===== src/hw/rtl/slbm_pkg.sv =====
// ----------------------------------------------------------------------------
// slbm_pkg
// Widths, register indexes, level table and shared types of the level meter.
// ----------------------------------------------------------------------------
package slbm_pkg;

    localparam int LEVEL_W     = 15;
    localparam int LIT_W       = 4;
    localparam int ICON_W      = 3;
    localparam int DECAY_W     = 3;
    localparam int IDX_W       = 6;
    localparam int NUM_W       = 7;
    localparam int DEN_W       = 4;
    localparam int CNT_W       = 3;
    localparam int MUL_W       = LEVEL_W + IDX_W;
    localparam int APB_ADDR_W  = 3;
    localparam int APB_DATA_W  = 32;

    localparam logic [IDX_W-1:0] DB_STEPS   = 6'd44;
    localparam logic [IDX_W-1:0] LED_COUNT  = 6'd11;
    localparam logic [LIT_W-1:0] LIT_MAX    = 4'd11;

    // Register indexes (word address bit 2)
    localparam logic REG_USE_DB = 1'b0;
    localparam logic REG_DECAY  = 1'b1;

    // Request into the shared divide unit
    typedef struct packed {
        logic             start;
        logic [NUM_W-1:0] num;
        logic [DEN_W-1:0] den;
    } t_div_req;

    // Answer from the shared divide unit
    typedef struct packed {
        logic             done;
        logic [NUM_W-1:0] quot;
    } t_div_rsp;

    // Logarithmic segment table, 44 steps
    function automatic logic [LIT_W-1:0] db_lookup(input logic [IDX_W-1:0] idx);
        logic [LIT_W-1:0] seg;
        if (idx == 6'd0)       seg = 4'd0;
        else if (idx == 6'd1)  seg = 4'd2;
        else if (idx == 6'd2)  seg = 4'd3;
        else if (idx <= 6'd4)  seg = 4'd5;
        else if (idx <= 6'd7)  seg = 4'd6;
        else if (idx <= 6'd11) seg = 4'd7;
        else if (idx <= 6'd16) seg = 4'd8;
        else if (idx <= 6'd24) seg = 4'd9;
        else if (idx <= 6'd35) seg = 4'd10;
        else                   seg = 4'd11;
        return seg;
    endfunction

    // Count thresholds 1, 2, 5, 8 lying below the lit count
    function automatic logic [ICON_W-1:0] icon_level(input logic [LIT_W-1:0] lit);
        return ICON_W'(lit > 4'd1) + ICON_W'(lit > 4'd2) +
               ICON_W'(lit > 4'd5) + ICON_W'(lit > 4'd8);
    endfunction

endpackage


===== src/hw/rtl/slbm_if.sv =====
// ----------------------------------------------------------------------------
// slbm_in_if / slbm_out_if
// Valid/ready channels carrying peak items in and meter items out.
// ----------------------------------------------------------------------------
interface slbm_in_if;
    logic                            valid;
    logic                            ready;
    logic [slbm_pkg::LEVEL_W-1:0]    left_level;
    logic [slbm_pkg::LEVEL_W-1:0]    right_level;

    modport source (output valid, output left_level, output right_level, input ready);
    modport sink   (input valid, input left_level, input right_level, output ready);
endinterface

interface slbm_out_if;
    logic                            valid;
    logic                            ready;
    logic [slbm_pkg::LIT_W-1:0]      left_lit;
    logic [slbm_pkg::LIT_W-1:0]      right_lit;
    logic [slbm_pkg::ICON_W-1:0]     left_icon;
    logic [slbm_pkg::ICON_W-1:0]     right_icon;

    modport source (output valid, output left_lit, output right_lit,
                    output left_icon, output right_icon, input ready);
    modport sink   (input valid, input left_lit, input right_lit,
                    input left_icon, input right_icon, output ready);
endinterface


===== src/hw/rtl/slbm_div.sv =====
// ----------------------------------------------------------------------------
// slbm_div
// Shared restoring divider: one quotient bit per cycle, NUM_W quotient bits per job.
// ----------------------------------------------------------------------------
module slbm_div (
    input  logic                i_clk,
    input  logic                i_rst_n,
    input  slbm_pkg::t_div_req  i_req,
    output slbm_pkg::t_div_rsp  o_rsp
);
    import slbm_pkg::*;

    localparam logic [CNT_W-1:0] LAST_STEP = CNT_W'(NUM_W - 1);

    logic             r_busy;
    logic             r_done;
    logic [CNT_W-1:0] r_cnt;
    logic [DEN_W-1:0] r_rem;
    logic [DEN_W-1:0] r_den;
    logic [NUM_W-1:0] r_quo;

    logic [DEN_W:0]   trial;
    logic             fits;
    logic [DEN_W-1:0] n_rem;

    // Shift in the next numerator bit and try the subtract
    always_comb begin
        trial = {r_rem, r_quo[NUM_W-1]};
        fits  = (trial >= {1'b0, r_den});
        n_rem = fits ? DEN_W'(trial - {1'b0, r_den}) : trial[DEN_W-1:0];
    end

    // Sequence control
    always_ff @(posedge i_clk) begin
        if (!i_rst_n) begin
            r_busy <= 1'b0;
            r_done <= 1'b0;
            r_cnt  <= '0;
        end else begin
            r_done <= 1'b0;
            if (i_req.start) begin
                r_busy <= 1'b1;
                r_cnt  <= '0;
            end else if (r_busy) begin
                r_cnt <= r_cnt + 1'b1;
                if (r_cnt == LAST_STEP) begin
                    r_busy <= 1'b0;
                    r_done <= 1'b1;
                end
            end
        end
    end

    // Remainder and quotient
    always_ff @(posedge i_clk) begin
        if (i_req.start) begin
            r_rem <= '0;
            r_den <= i_req.den;
            r_quo <= i_req.num;
        end else if (r_busy) begin
            r_rem <= n_rem;
            r_quo <= {r_quo[NUM_W-2:0], fits};
        end
    end

    assign o_rsp.done = r_done;
    assign o_rsp.quot = r_quo;

endmodule


===== src/hw/rtl/slbm_ctrl.sv =====
// ----------------------------------------------------------------------------
// slbm_ctrl
// Sequencer: per channel map the peak to a raw count, then smooth it through
// the shared divider; left first, right second.
// ----------------------------------------------------------------------------
module slbm_ctrl (
    input  logic                             i_clk,
    input  logic                             i_rst_n,
    input  logic                             i_in_valid,
    output logic                             o_in_ready,
    input  logic [slbm_pkg::LEVEL_W-1:0]     i_left_level,
    input  logic [slbm_pkg::LEVEL_W-1:0]     i_right_level,
    input  logic                             i_use_db,
    input  logic [slbm_pkg::DECAY_W-1:0]     i_decay,
    output slbm_pkg::t_div_req               o_div_req,
    input  slbm_pkg::t_div_rsp               i_div_rsp,
    output logic                             o_res_valid,
    input  logic                             i_res_ready,
    output logic [slbm_pkg::LIT_W-1:0]       o_left_lit,
    output logic [slbm_pkg::LIT_W-1:0]       o_right_lit
);
    import slbm_pkg::*;

    localparam logic [2:0] ST_IDLE = 3'd0;
    localparam logic [2:0] ST_MUL  = 3'd1;
    localparam logic [2:0] ST_NUM  = 3'd2;
    localparam logic [2:0] ST_DIV  = 3'd3;
    localparam logic [2:0] ST_FIN  = 3'd4;

    logic [2:0]         r_state;
    logic [2:0]         n_state;
    logic               r_ch;
    logic [LEVEL_W-1:0] r_left_level;
    logic [LEVEL_W-1:0] r_right_level;
    logic [IDX_W-1:0]   r_idx;
    logic [LIT_W-1:0]   r_prev_l;
    logic [LIT_W-1:0]   r_prev_r;

    logic [LEVEL_W-1:0] level;
    logic [MUL_W-1:0]   prod;
    logic [LIT_W-1:0]   raw;
    logic [LIT_W-1:0]   prev;
    logic [LIT_W-1:0]   lit;

    // Scale the peak: 44 steps for the table, 11 for linear
    always_comb begin
        level = r_ch ? r_right_level : r_left_level;
        prod  = MUL_W'(level) * MUL_W'(i_use_db ? DB_STEPS : LED_COUNT);
    end

    // Raw count, weighted sum and divisor for the divider
    always_comb begin
        raw  = i_use_db ? db_lookup((r_idx >= DB_STEPS) ? DB_STEPS - 1'b1 : r_idx)
                        : r_idx[LIT_W-1:0];
        prev = r_ch ? r_prev_r : r_prev_l;
        o_div_req.start = (r_state == ST_NUM);
        o_div_req.num   = NUM_W'(raw) + NUM_W'(prev) * NUM_W'(i_decay);
        o_div_req.den   = DEN_W'(i_decay) + 1'b1;
    end

    // Clamp the smoothed count
    assign lit = (i_div_rsp.quot > NUM_W'(LIT_MAX)) ? LIT_MAX
                                                     : i_div_rsp.quot[LIT_W-1:0];

    // Next state
    always_comb begin
        n_state = r_state;
        unique case (r_state)
            ST_IDLE: if (i_in_valid) n_state = ST_MUL;
            ST_MUL:  n_state = ST_NUM;
            ST_NUM:  n_state = ST_DIV;
            ST_DIV: begin
                if (i_div_rsp.done) n_state = r_ch ? ST_FIN : ST_MUL;
            end
            ST_FIN:  if (i_res_ready) n_state = ST_IDLE;
            default: n_state = ST_IDLE;
        endcase
    end

    // Control and channel history
    always_ff @(posedge i_clk) begin
        if (!i_rst_n) begin
            r_state  <= ST_IDLE;
            r_ch     <= 1'b0;
            r_prev_l <= '0;
            r_prev_r <= '0;
        end else begin
            r_state <= n_state;
            if (r_state == ST_IDLE) begin
                r_ch <= 1'b0;
            end
            if (r_state == ST_DIV && i_div_rsp.done) begin
                if (r_ch) begin
                    r_prev_r <= lit;
                end else begin
                    r_prev_l <= lit;
                    r_ch     <= 1'b1;
                end
            end
        end
    end

    // Capture the item and the scaled index
    always_ff @(posedge i_clk) begin
        if (r_state == ST_IDLE && i_in_valid) begin
            r_left_level  <= i_left_level;
            r_right_level <= i_right_level;
        end
        if (r_state == ST_MUL) begin
            r_idx <= prod[MUL_W-1:LEVEL_W];
        end
    end

    assign o_in_ready  = (r_state == ST_IDLE);
    assign o_res_valid = (r_state == ST_FIN);
    assign o_left_lit  = r_prev_l;
    assign o_right_lit = r_prev_r;

endmodule


===== src/hw/rtl/stereo_led_bar_level_meter_core.sv =====
// ----------------------------------------------------------------------------
// stereo_led_bar_level_meter_core
// Stereo LED bar meter: peaks in, smoothed lit counts and icon levels out.
// ----------------------------------------------------------------------------
// Usage:
//   i_in carries one item of left/right peak magnitudes (15 bits each); o_out
//   returns one item per input: lit segment counts 0..11 and icon levels 0..4.
//   Both are valid/ready channels; an item moves when valid and ready are high.
//   APB port: register 0 (addr 0x0) selects dB table (1) or linear (0),
//   register 1 (addr 0x4) holds the decay weight. pready is always high.
//   The core takes no new item until the result is loaded into the output
//   register, so items do not overlap.
//   The shared bit-serial divider runs 7 steps per channel for the
//   smoothing, left then right.
//   A finished item sits in the output register; while the receiver stalls
//   the core still takes and processes one more item, then holds it until
//   the output register frees up.
//   Reset clears the history to zero, dB mode on, decay zero, output empty.
// ----------------------------------------------------------------------------
module stereo_led_bar_level_meter_core (
    input  logic                                  i_clk,
    input  logic                                  i_rst_n,
    slbm_in_if.sink                               i_in,
    slbm_out_if.source                            o_out,
    input  logic                                  psel,
    input  logic                                  penable,
    input  logic                                  pwrite,
    input  logic [slbm_pkg::APB_ADDR_W-1:0]       paddr,
    input  logic [slbm_pkg::APB_DATA_W-1:0]       pwdata,
    output logic [slbm_pkg::APB_DATA_W-1:0]       prdata,
    output logic                                  pready
);
    import slbm_pkg::*;

    logic               r_use_db;
    logic [DECAY_W-1:0] r_decay;
    logic               r_out_valid;
    logic [LIT_W-1:0]   r_left_lit;
    logic [LIT_W-1:0]   r_right_lit;
    logic [ICON_W-1:0]  r_left_icon;
    logic [ICON_W-1:0]  r_right_icon;

    logic               reg_idx;
    logic               res_valid;
    logic               res_ready;
    logic [LIT_W-1:0]   res_left_lit;
    logic [LIT_W-1:0]   res_right_lit;
    t_div_req           div_req;
    t_div_rsp           div_rsp;

    assign reg_idx = paddr[2];
    assign pready  = 1'b1;

    // Register writes
    always_ff @(posedge i_clk) begin
        if (!i_rst_n) begin
            r_use_db <= 1'b1;
            r_decay  <= '0;
        end else if (psel && penable && pwrite) begin
            unique case (reg_idx)
                REG_USE_DB: r_use_db <= pwdata[0];
                REG_DECAY:  r_decay  <= pwdata[DECAY_W-1:0];
                default:    r_decay  <= r_decay;
            endcase
        end
    end

    // Register reads
    always_comb begin
        unique case (reg_idx)
            REG_USE_DB: prdata = APB_DATA_W'(r_use_db);
            REG_DECAY:  prdata = APB_DATA_W'(r_decay);
            default:    prdata = '0;
        endcase
    end

    slbm_ctrl u_ctrl (
        .i_clk         (i_clk),
        .i_rst_n       (i_rst_n),
        .i_in_valid    (i_in.valid),
        .o_in_ready    (i_in.ready),
        .i_left_level  (i_in.left_level),
        .i_right_level (i_in.right_level),
        .i_use_db      (r_use_db),
        .i_decay       (r_decay),
        .o_div_req     (div_req),
        .i_div_rsp     (div_rsp),
        .o_res_valid   (res_valid),
        .i_res_ready   (res_ready),
        .o_left_lit    (res_left_lit),
        .o_right_lit   (res_right_lit)
    );

    slbm_div u_div (
        .i_clk   (i_clk),
        .i_rst_n (i_rst_n),
        .i_req   (div_req),
        .o_rsp   (div_rsp)
    );

    // Output register: load when empty or draining
    assign res_ready = !r_out_valid || o_out.ready;

    always_ff @(posedge i_clk) begin
        if (!i_rst_n) begin
            r_out_valid <= 1'b0;
        end else if (res_valid && res_ready) begin
            r_out_valid <= 1'b1;
        end else if (o_out.ready) begin
            r_out_valid <= 1'b0;
        end
    end

    always_ff @(posedge i_clk) begin
        if (res_valid && res_ready) begin
            r_left_lit   <= res_left_lit;
            r_right_lit  <= res_right_lit;
            r_left_icon  <= icon_level(res_left_lit);
            r_right_icon <= icon_level(res_right_lit);
        end
    end

    assign o_out.valid      = r_out_valid;
    assign o_out.left_lit   = r_left_lit;
    assign o_out.right_lit  = r_right_lit;
    assign o_out.left_icon  = r_left_icon;
    assign o_out.right_icon = r_right_icon;

endmodule


===== src/flat_wrapper.sv =====
// flat-port wrapper written by rule: the top's interface ports become plain ports
module stereo_led_bar_level_meter_core_flat import slbm_pkg::*;
  (i_clk, i_rst_n, psel, penable, pwrite, paddr, pwdata, prdata, pready, i_in_valid, i_in_left_level, i_in_right_level, i_in_ready, o_out_valid, o_out_left_lit, o_out_right_lit, o_out_left_icon, o_out_right_icon, o_out_ready);
  slbm_in_if i_in_i ();
  slbm_out_if o_out_i ();
  input  logic i_clk;
  input  logic i_rst_n;
  input  logic psel;
  input  logic penable;
  input  logic pwrite;
  input  logic [slbm_pkg::APB_ADDR_W-1:0] paddr;
  input  logic [slbm_pkg::APB_DATA_W-1:0] pwdata;
  output logic [slbm_pkg::APB_DATA_W-1:0] prdata;
  output logic pready;
  input wire logic [$bits(i_in_i.valid)-1:0] i_in_valid;
  input wire logic [$bits(i_in_i.left_level)-1:0] i_in_left_level;
  input wire logic [$bits(i_in_i.right_level)-1:0] i_in_right_level;
  output wire logic [$bits(i_in_i.ready)-1:0] i_in_ready;
  output wire logic [$bits(o_out_i.valid)-1:0] o_out_valid;
  output wire logic [$bits(o_out_i.left_lit)-1:0] o_out_left_lit;
  output wire logic [$bits(o_out_i.right_lit)-1:0] o_out_right_lit;
  output wire logic [$bits(o_out_i.left_icon)-1:0] o_out_left_icon;
  output wire logic [$bits(o_out_i.right_icon)-1:0] o_out_right_icon;
  input wire logic [$bits(o_out_i.ready)-1:0] o_out_ready;
  assign i_in_i.valid = i_in_valid;
  assign i_in_i.left_level = i_in_left_level;
  assign i_in_i.right_level = i_in_right_level;
  assign i_in_ready = i_in_i.ready;
  assign o_out_valid = o_out_i.valid;
  assign o_out_left_lit = o_out_i.left_lit;
  assign o_out_right_lit = o_out_i.right_lit;
  assign o_out_left_icon = o_out_i.left_icon;
  assign o_out_right_icon = o_out_i.right_icon;
  assign o_out_i.ready = o_out_ready;
  stereo_led_bar_level_meter_core u_core (.i_clk(i_clk), .i_rst_n(i_rst_n), .i_in(i_in_i), .o_out(o_out_i), .psel(psel), .penable(penable), .pwrite(pwrite), .paddr(paddr), .pwdata(pwdata), .prdata(prdata), .pready(pready));
endmodule

===== config.mk =====
export PLATFORM = sky130hd
export DESIGN_NAME = stereo_led_bar_level_meter_core_flat
export DESIGN_NICKNAME = d
export VERILOG_FILES = /design/src/hw/rtl/slbm_pkg.sv /design/src/hw/rtl/slbm_if.sv /design/src/hw/rtl/slbm_div.sv /design/src/hw/rtl/slbm_ctrl.sv /design/src/hw/rtl/stereo_led_bar_level_meter_core.sv /design/src/flat_wrapper.sv
export SDC_FILE = /design/constraint.sdc
export NUM_CORES = 1
export LEC_CHECK = 0
export BUFFER_PORTS_ARGS = -buffer_cell sky130_fd_sc_hd__buf_4
export CORE_MARGIN = 4
export CORE_UTILIZATION = 50
export CTS_BUF_LIST = sky130_fd_sc_hd__clkbuf_8
export DETAILED_ROUTE_END_ITERATION = 16
export PLACE_DENSITY = 0.73
export SYNTH_ARGS = -nofsm -noshare
export SYNTH_HDL_FRONTEND = slang
export SYNTH_SLANG_ARGS = --single-unit

===== constraint.sdc =====
create_clock -name i_clk -period 13.25 [get_ports i_clk]
set_clock_uncertainty 0.1 [all_clocks]
set_input_delay 0 -clock i_clk [delete_from_list [all_inputs] [get_ports i_clk]]
set_output_delay 0 -clock i_clk [all_outputs]
set_load 0.05 [all_outputs]

* After elaboration in Yosys (flattened, before gate mapping)
Cells that the tools add are included.
Storage, ports and cells: register bits after elaboration 87, bits in latches 0, bits in writable memories 0, memory bits (read-only) 0, input port bits 72, word-level logic and storage cells 114, memories 0
Operators by class: $add $sub $neg 10, multiply operators 2, div/mod/pow operators 0, $lt $le $gt $ge 17, equality and inequality tests 10, shifts and indexed selects 0, multiplexer cells 33, bitwise gates (word level) 4, reductions and logical operators 18
Operator list (count):
- 32-bit one-hot mux with 2 select lines | 1
- 4-bit two-way mux | 10
- 15-bit by 6-bit multiplier with 21-bit output | 1
- 15-bit two-way mux | 1
- 3-bit one-hot mux with 5 select lines | 1
- 7-bit two-way mux | 2
- 3-bit by 1-bit adder with 3-bit output | 4
- 6-bit by 3-bit <= comparator with 1-bit output (second input constant) | 2
- 6-bit by 5-bit <= comparator with 1-bit output (second input constant) | 2
- 3-bit two-way mux | 4
- 6-bit two-way mux | 2
- 1-bit two-way mux | 10
- 4-bit by 1-bit greater-than comparator with 1-bit output (second input constant) | 2
- 4-bit by 2-bit greater-than comparator with 1-bit output (second input constant) | 2
- 4-bit by 3-bit greater-than comparator with 1-bit output (second input constant) | 2
- 4-bit greater-than comparator (second input constant) | 2
- 2-bit AND reduction | 4
- 4-bit by 7-bit adder with 7-bit output | 1
- 7-bit by 4-bit greater-than comparator with 1-bit output (second input constant) | 1
- 4-bit by 3-bit multiplier with 7-bit output | 1
- 3-bit by 2-bit == test with 1-bit output (second input constant) | 2
- 3-bit == test (second input constant) | 2
- 6-bit by 1-bit == test with 1-bit output (second input constant) | 1
- 6-bit by 2-bit == test with 1-bit output (second input constant) | 1
- 21 further kinds | 33

* Logic depth before layout (Yosys ltp)
Gate-level depths: netlist (run 1).
depth in word-level cells 15, gate-level depth with buffers 17, depth with buffers taken out 15

* Hierarchy
Synthesis (run 1) repeated with hierarchy kept, for this count alone.
Unflattened totals: cell total of the unflattened synthesis 643, area total of the unflattened synthesis 6490.0 um2
By module, submodules not included:
- slbm_ctrl | times used 1, cells an instance 470, area each 4441.8 um2, seq. area each 1321.3 um2
- stereo_led_bar_level_meter_core | times used 1, cells an instance 91, area each 1064.8 um2, seq. area each 520.5 um2
- slbm_div | times used 1, cells an instance 82, area each 983.4 um2, seq. area each 510.5 um2

* Least setup slack after synthesis (run 1)
OpenSTA, ideal clock, no wires.
kind register -> register, from register u_core.u_ctrl.r_ch, to register u_core.u_ctrl.r_idx[5] (data pin), library setup time 0.258 ns, data arrival time 3.885 ns, data required time 12.892 ns, path slack 9.007 ns, cell stages (with the launch flop) 18, buffers on the path 2, cells stage by stage dfxtp_1 -> buf_6 -> buf_2 -> mux2i_1 -> nor2_1 -> or2_2 -> ha_1 -> inv_1 -> fa_1 -> inv_1 -> fa_1 -> ha_1 -> a21o_1 -> a211o_1 -> a311oi_1 -> o21ai_1 -> nor2_1 -> xnor2_1
On the way: cells in the longest elaborated chain, start to end 2
RTL lines:
- start: declaration | line slbm_ctrl.sv:32 | logic r_ch;
- start signal: assignment | line slbm_ctrl.sv:84 | r_ch <= 1'b0;
- start signal: assignment | line slbm_ctrl.sv:90 | r_ch <= 1'b0;
- start signal: assignment | line slbm_ctrl.sv:97 | r_ch <= 1'b1;
- 15-bit two-way mux | line slbm_ctrl.sv:47 | level = r_ch ? r_right_level : r_left_level;
- 15-bit by 6-bit multiplier with 21-bit output | line slbm_ctrl.sv:48 | prod = MUL_W'(level) * MUL_W'(i_use_db ? DB_STEPS : LED_COUNT);
- named net u_core.u_ctrl.prod[20] | line slbm_ctrl.sv:40 | logic [MUL_W-1:0] prod;
- end signal: assignment | line slbm_ctrl.sv:110 | r_idx <= prod[MUL_W-1:LEVEL_W];
- end: declaration | line slbm_ctrl.sv:35 | logic [IDX_W-1:0] r_idx;
The timed path passes the listed nets, and every way through them passes these cells. A chain may end at the register's enable or synchronous reset.

* Worst setup path after layout (run 1)
from register u_core.r_use_db, to register u_core.u_ctrl.r_idx[5] (data pin)
On the way: cells in the longest elaborated chain, start to end 2
RTL lines:
- start: declaration | line stereo_led_bar_level_meter_core.sv:35 | logic r_use_db;
- start signal: assignment | line stereo_led_bar_level_meter_core.sv:61 | REG_USE_DB: r_use_db <= pwdata[0];
- 6-bit two-way mux | line slbm_ctrl.sv:48
- 15-bit by 6-bit multiplier with 21-bit output | line slbm_ctrl.sv:48
- named net u_core.u_ctrl.prod[20] | line slbm_ctrl.sv:40
The timed path passes the listed nets, and every way through them passes these cells.

==> results of run 1 <==
critical path: stages, from the launching register on:
cell,delay [ns]
dfxtp_1,1.01
clkinv_1,0.86
nor2_1,0.36
or2_2,0.15
ha_1,0.22
inv_1,0.08
fa_1,0.42
inv_1,0.10
fa_1,0.39
ha_1,0.33
a21o_1,0.19
a211o_1,0.31
a311oi_1,0.30
o21ai_1,0.15
nor2_1,0.13
xnor2_1,0.07
metrics by stage:
step / worst slack (ns) / utilization, % / std cells
6_report: 7.81 / 59.1 / 897
3_5_place_dp: 7.88 / 54.5 / 843
3_3_place_gp: 7.98 / 54.5 / 843
5_1_grt: 7.52 / 59.1 / 897
4_1_cts: 7.82 / 59.1 / 897
2_1_floorplan: 9.01 / - / 663
synth_stat cells, types with 3 or more instances:
master	number	area share, %
a21oi_1	25	1.9
nand2b_1	8	0.78
o21bai_1	4	0.47
nor3b_1	3	0.35
a211o_1	3	0.41
and2_1	7	0.68
ha_1	73	14
o21ai_0	16	1.2
clkbuf_1	16	0.93
or3_1	3	0.29
nor2_1	49	2.9
buf_2	5	0.39
nand4_1	5	0.49
and3_1	4	0.39
mux2i_1	30	4.7
xnor2_1	7	0.95
mux2_2	4	0.70
nand2_1	29	1.7
nor2b_1	21	2.0
a211oi_1	5	0.58
xor2_1	6	0.82
nand3_1	8	0.62
fa_1	32	10
edfxtp_1	61	28
buf_4	31	3.6
or2_2	13	1.3
o31ai_1	3	0.35
dfxtp_1	26	8.1
inv_1	101	5.9
power by group through the flow:
stage	Combinational [mW]	Clock, mW	Sequential (mW)
2_1_floorplan	0.231	0	0.338
3_3_place_gp	0.266	0	0.346
3_5_place_dp	0.277	0	0.347
4_1_cts	0.288	0.200	0.341
5_1_grt	0.329	0.212	0.344
6_report	0.286	0.193	0.341
flip-flops by register name, indices dropped and copies added (netlist names):
register                     count
u_core.o_out.right_lit           4
u_core.r_decay                   3
u_core.r_use_db                  1
u_core.u_ctrl.r_idx              6
u_core.o_out.valid               1
u_core.o_out.left_lit            4
u_core.u_div.r_busy              1
u_core.u_ctrl.o_left_lit         4
u_core.u_ctrl.o_right_lit        4
u_core.u_ctrl.r_state            3
u_core.u_div.r_done              1
u_core.u_div.r_rem               4
u_core.u_ctrl.r_left_level      15
u_core.u_div.r_cnt               3
u_core.u_div.r_quo               7
u_core.o_out.right_icon          3
u_core.o_out.left_icon           3
u_core.u_div.r_den               4
u_core.u_ctrl.r_right_level     15
u_core.u_ctrl.r_ch               1
cells by family (layout without fill, tap and decap cells):
logic type | count (synthesis) | count (layout)
multiplexers | 34 | 34
AND/OR/NAND/NOR | 158 | 158
AO/OA/AOI/OAI | 79 | 79
buffers and inverters | 156 | 218
other | 2 | 31
flip-flops | 87 | 87
XOR/XNOR | 13 | 13
adder cells (fa/ha/maj) | 105 | 105
worst paths after layout:
check                                     startpoint                            endpoint  slack, ns
setup / recovery        u_core.r_use_db$_SDFFE_PN1P_    u_core.u_ctrl.r_idx[5]$_DFFE_PP_       7.81
hold / removal                              paddr[2]      u_core.r_decay[0]$_SDFFE_PN0P_       0.03
setup reg to reg        u_core.r_use_db$_SDFFE_PN1P_    u_core.u_ctrl.r_idx[5]$_DFFE_PP_       7.81
hold reg to reg   u_core.u_div.r_rem[3]$_SDFFE_PP0P_  u_core.u_div.r_rem[3]$_SDFFE_PP0P_       0.37
layer usage:
| metal | vias to the layer above | track usage (%) | share of wire, % |
|---|---|---|---|
| li1 | 2217 | - | - |
| met1 | 2065 | 18.7 | 42 |
| met2 | 86 | 31.1 | 52 |
| met3 | 17 | 3.26 | 3.9 |
| met4 | 0 | 6.02 | 1.7 |
| met5 | - | 0 | 0 |
layout make-up:
type | count | area, µm² | area share (%)
multi-input cells | 420 | 3470 | 46.5
flip-flops and latches | 87 | 2350 | 31.5
repair buffers | 99 | 838 | 11.2
inverters | 103 | 387 | 5.18
well taps | 172 | 215 | 2.88
clock buffers | 9 | 124 | 1.66
clock inverters | 7 | 77.6 | 1.04
==> impl_metrics.tcl, run 1 <==
set metrics [dict create \
    placed_area_um2 6880 \
    yosys_warnings 0 \
    synth_top_family_by_area "adder cells" \
    cp-start-kind "register" \
    syn-cell-area_um2 6430 \
    grt_pass1_wl_um 19700 \
    critPathKind "register to register" \
    post_cts_buffers 0 \
    internal_power_mw 0.534 \
    required_ns 13.28 \
    die_y_um 121 \
    grt_max_degree 31 \
    ir_worst_vdd_uv 88.2 \
    fmax_mhz 184 \
    mostFrequentLayoutCells "inv_1 (102), ha_1 (73), buf_4 (61), edfxtp_1 (61), nor2_1 (49)" \
    hold_violations 0 \
    drt_wl_total_um 11600 \
    drtPass1Iterations 4 \
    p_leak_nw 3.55 \
    dieArea_um2 14700 \
    synth-simple-area-share_pct 12.6 \
    power.total_mw 0.820 \
    postRouteAntennaNets 0 \
    clk_pin_slew_ns 0.10 \
    async_flop_share_pct 0 \
    relSlewSlack_pct 28.1 \
    netlist_instances 634 \
    cts_root_buf "clkbuf_8" \
    endpoint_kind "register" \
    hold_depth 4 \
    clock-sinks 87 \
    drive_gt1_share_pct 14.3 \
    switching_power_mw 0.286 \
    ys_ff_latch 87 \
    cap_violations 0 \
    num_rows 41 \
    io_buffers 59 \
    hold_slack_ns 0.0325 \
    final_cell_area_um2 7460 \
    netSwitchingFraction_pct 34.9 \
    layout_commonest_cell "inv_1" \
    vias 4385 \
    yosysSeqAreaShare_pct 36.6 \
    tightest_slew_ns 1.07 \
    critical_path.max_fanout 24 \
    fin_crit_ns 5.44 \
    synthAdderAreaFrac_pct 24.2 \
    ff2ff_path_depth 15 \
    synthMuxAreaShare_pct 5.37 \
    avgSynthCellArea_um2 10.1 \
    slew_violations 0 \
    drt_iter0_markers 201 \
    synth_xor_xnor_area_share_pct 1.77 \
    dp_hpwl_um 8710 \
    p_per_area_nw_per_um2 110 \
    cts_tree "done" \
    initial_utilization_pct 50.9 \
    synth_compound_gate_area_share_pct 8.21 \
    fin_setup_tns_ns 0 \
    wl_per_cell_um 13.0 \
    clock_latency_ns 0.38 \
    cts_htree_levels 3 \
    period_share_pct 41.1 \
    clkPwrFrac_pct 23.6 \
    rsz0062_at_grt "no" \
    cts.repair.resized 0 \
    finalSetupViolCount 0 \
    grt-ovfl-total 0 \
    area_growth_pct 16.1 \
    p_comb_share_pct 34.9 \
    core_um2 12600 \
    gp_congestion 0.805 \
    nets 897 \
    status "finished clean" \
    hp-class "primary input to register" \
    drc 0 \
    p_seq_share_pct 41.6 \
    crit_arrival_ns 5.47 \
    die_width_um 121 \
    grt_use_total_pct 16.7 \
    synth_edf_count 61 \
    num-fill-cells 1093 \
    synth_cell_types 59 \
    synth-main-ff-cell "edfxtp_1" \
    antennaDiodeCount 0 \
    antenna_found_initial 0 \
    cts_buffer_depth 2 \
    viasPerCell 4.89 \
    cts_buffers 9 \
    io_pins 121 \
    cts_hold_buf 38 \
    grt_pass1_vias 4510 \
]
Note: power is estimated with default switching activity, not from simulation.
==> run 2, diff against run 1 <==
PLACE_DENSITY = 0.76   (was 0.73)
clock period = 4.6 ns   (was 13.25 ns; I/O delays follow)
==> impl_metrics.tcl, run 2 (synthesis results as in run 1) <==
set metrics [dict create \
    antenna_found_initial 0 \
    gp_congestion 0.822 \
    placed_area_um2 6930 \
    die_y_um 121 \
    clock-sinks 87 \
    clk_pin_slew_ns 0.10 \
    relSlewSlack_pct 30.0 \
    reg2reg_to "u_core.u_ctrl.r_idx[5]$_DFFE_PP_" \
    hold_path.startpoint "pwrite" \
    hold_end "u_core.r_decay[0]$_SDFFE_PN0P_" \
    vias 4463 \
    viasPerCell 4.94 \
    dieArea_um2 14700 \
    rsz0062_at_grt "no" \
    cts_buffer_depth 2 \
    multiInputGateArea_um2 3490 \
    slew_violations 0 \
    mostFrequentLayoutCells "inv_1 (101), ha_1 (73), buf_4 (65)" \
    io_buffers 59 \
    ff2ff_path_depth 16 \
    endpoint_kind "register" \
    power.total_mw 2.34 \
    core_um2 12600 \
    critical_path.max_fanout 21 \
    grt_max_degree 31 \
    p_leak_nw 3.59 \
    grt_pass1_wl_um 20000 \
    finalSetupViolCount 0 \
    cts_tree "done" \
    required_ns 4.63 \
    crit_arrival_ns 4.44 \
    tightest_slew_ns 1.05 \
    io_pins 121 \
    regArea_um2 2350 \
    status "finished clean" \
    initial_utilization_pct 50.9 \
    p_per_area_nw_per_um2 310 \
    wl_per_cell_um 13.1 \
    period_share_pct 95.8 \
    layout_commonest_cell "inv_1" \
    area_growth_pct 17.3 \
    hold_violations 0 \
    drt_wl_total_um 11900 \
    clock_latency_ns 0.36 \
    worstSetupStartpoint "u_core.u_ctrl.r_ch$_SDFF_PN0_" \
    antennaDiodeCount 0 \
    die_width_um 121 \
    fin_crit_ns 4.41 \
    critPathKind "register to register" \
    rrSetupSlack_ns 0.19 \
    cts_buffers 9 \
    reg_top3 "u_core.u_ctrl.r_left_level x15, u_core.u_ctrl.r_right_level x15, u_core.u_div.r_quo x7" \
    hold_depth 4 \
    cts_htree_levels 3 \
    grt-ovfl-total 0 \
    drc 0 \
    grt_pass1_vias 4609 \
    cts_root_buf "clkbuf_8" \
    num-fill-cells 1024 \
    cp-start-kind "register" \
    fmax_mhz 227 \
    ir_worst_vdd_uv 238 \
    hp-class "primary input to register" \
    post-route-util_pct 59.8 \
    fin_setup_tns_ns 0 \
    dp_hpwl_um 8900 \
    hold_slack_ns 0.0321 \
    nets 903 \
    postRouteAntennaNets 0 \
    cap_violations 0 \
    timing.rr.start "u_core.u_ctrl.r_ch$_SDFF_PN0_" \
    drtPass1Iterations 5 \
    grt_use_total_pct 16.9 \
    final_cell_area_um2 7540 \
    drt_iter0_markers 214 \
    num_rows 41 \
    drive_gt1_share_pct 16.0 \
]
run 2: final cells by class:
class                   instances  area share (%)
clock buffers                   9            1.64
well taps                     172            2.85
flip-flops and latches         87            31.2
clock inverters                 7           0.929
repair buffers                105            11.9
multi-input cells             420            46.3
inverters                     103            5.13
run 2: routing by layer:
layer | vias up | GRT usage [%] | wire length (µm)
met4 | 0 | 4.48 | 165
met1 | 2099 | 18.6 | 4700
li1 | 2237 | - | -
met2 | 111 | 32.2 | 6460
met3 | 16 | 4.06 | 550
met5 | - | 0 | 0
run 2: worst max-delay path by stage:
stage | end | slack [ns] | depth (start not counted)
finish | u_core.u_ctrl.r_idx[5]$_DFFE_PP_ | 0.19 | 16
detailed placement | u_core.u_ctrl.r_idx[5]$_DFFE_PP_ | 0.22 | 16
CTS | u_core.u_ctrl.r_idx[5]$_DFFE_PP_ | 0.18 | 16
floorplan | u_core.u_ctrl.r_idx[5]$_DFFE_PP_ | 0.36 | 17
global placement | u_core.u_ctrl.r_idx[3]$_DFFE_PP_ | 0.28 | 16
global route | u_core.u_ctrl.r_idx[3]$_DFFE_PP_ | 0.002 | 16
run 2: critical path, cell delays in order (launching register included):
cell and delay [ns]:
dfxtp_1 0.40, buf_12 0.21, mux2i_2 0.26, nor2_1 0.09, or2_2 0.32, ha_1 0.28, inv_1 0.05, fa_1 0.47
inv_1 0.05, fa_1 0.47, ha_1 0.34, a21o_1 0.19, a211o_1 0.31, a311oi_1 0.28, o21ai_1 0.14, nor2_1 0.13
xnor2_1 0.07
run 2: repair_timing:
action / CTS / global route
hold endpoints to repair: 52 / 0
endpoints found under the setup margin: 0 / 3
buffers inserted: 0 / 0
hold buffers: 39 / 0
gates resized for setup: 0 / 7
run 2: power by group:
part           total (mW)  switching [mW]  internal (mW)
Sequential          0.984          0.0575          0.927
Combinational       0.832           0.475          0.357
Clock               0.521           0.310          0.211
Total                2.34           0.842           1.50
run 2: through the flow:
stage,worst slack [ns],std cells
3_3_place_gp,0.282,848
6_report,0.194,903
4_1_cts,0.176,903
2_1_floorplan,0.357,663
5_1_grt,0.00188,903
3_5_place_dp,0.219,848
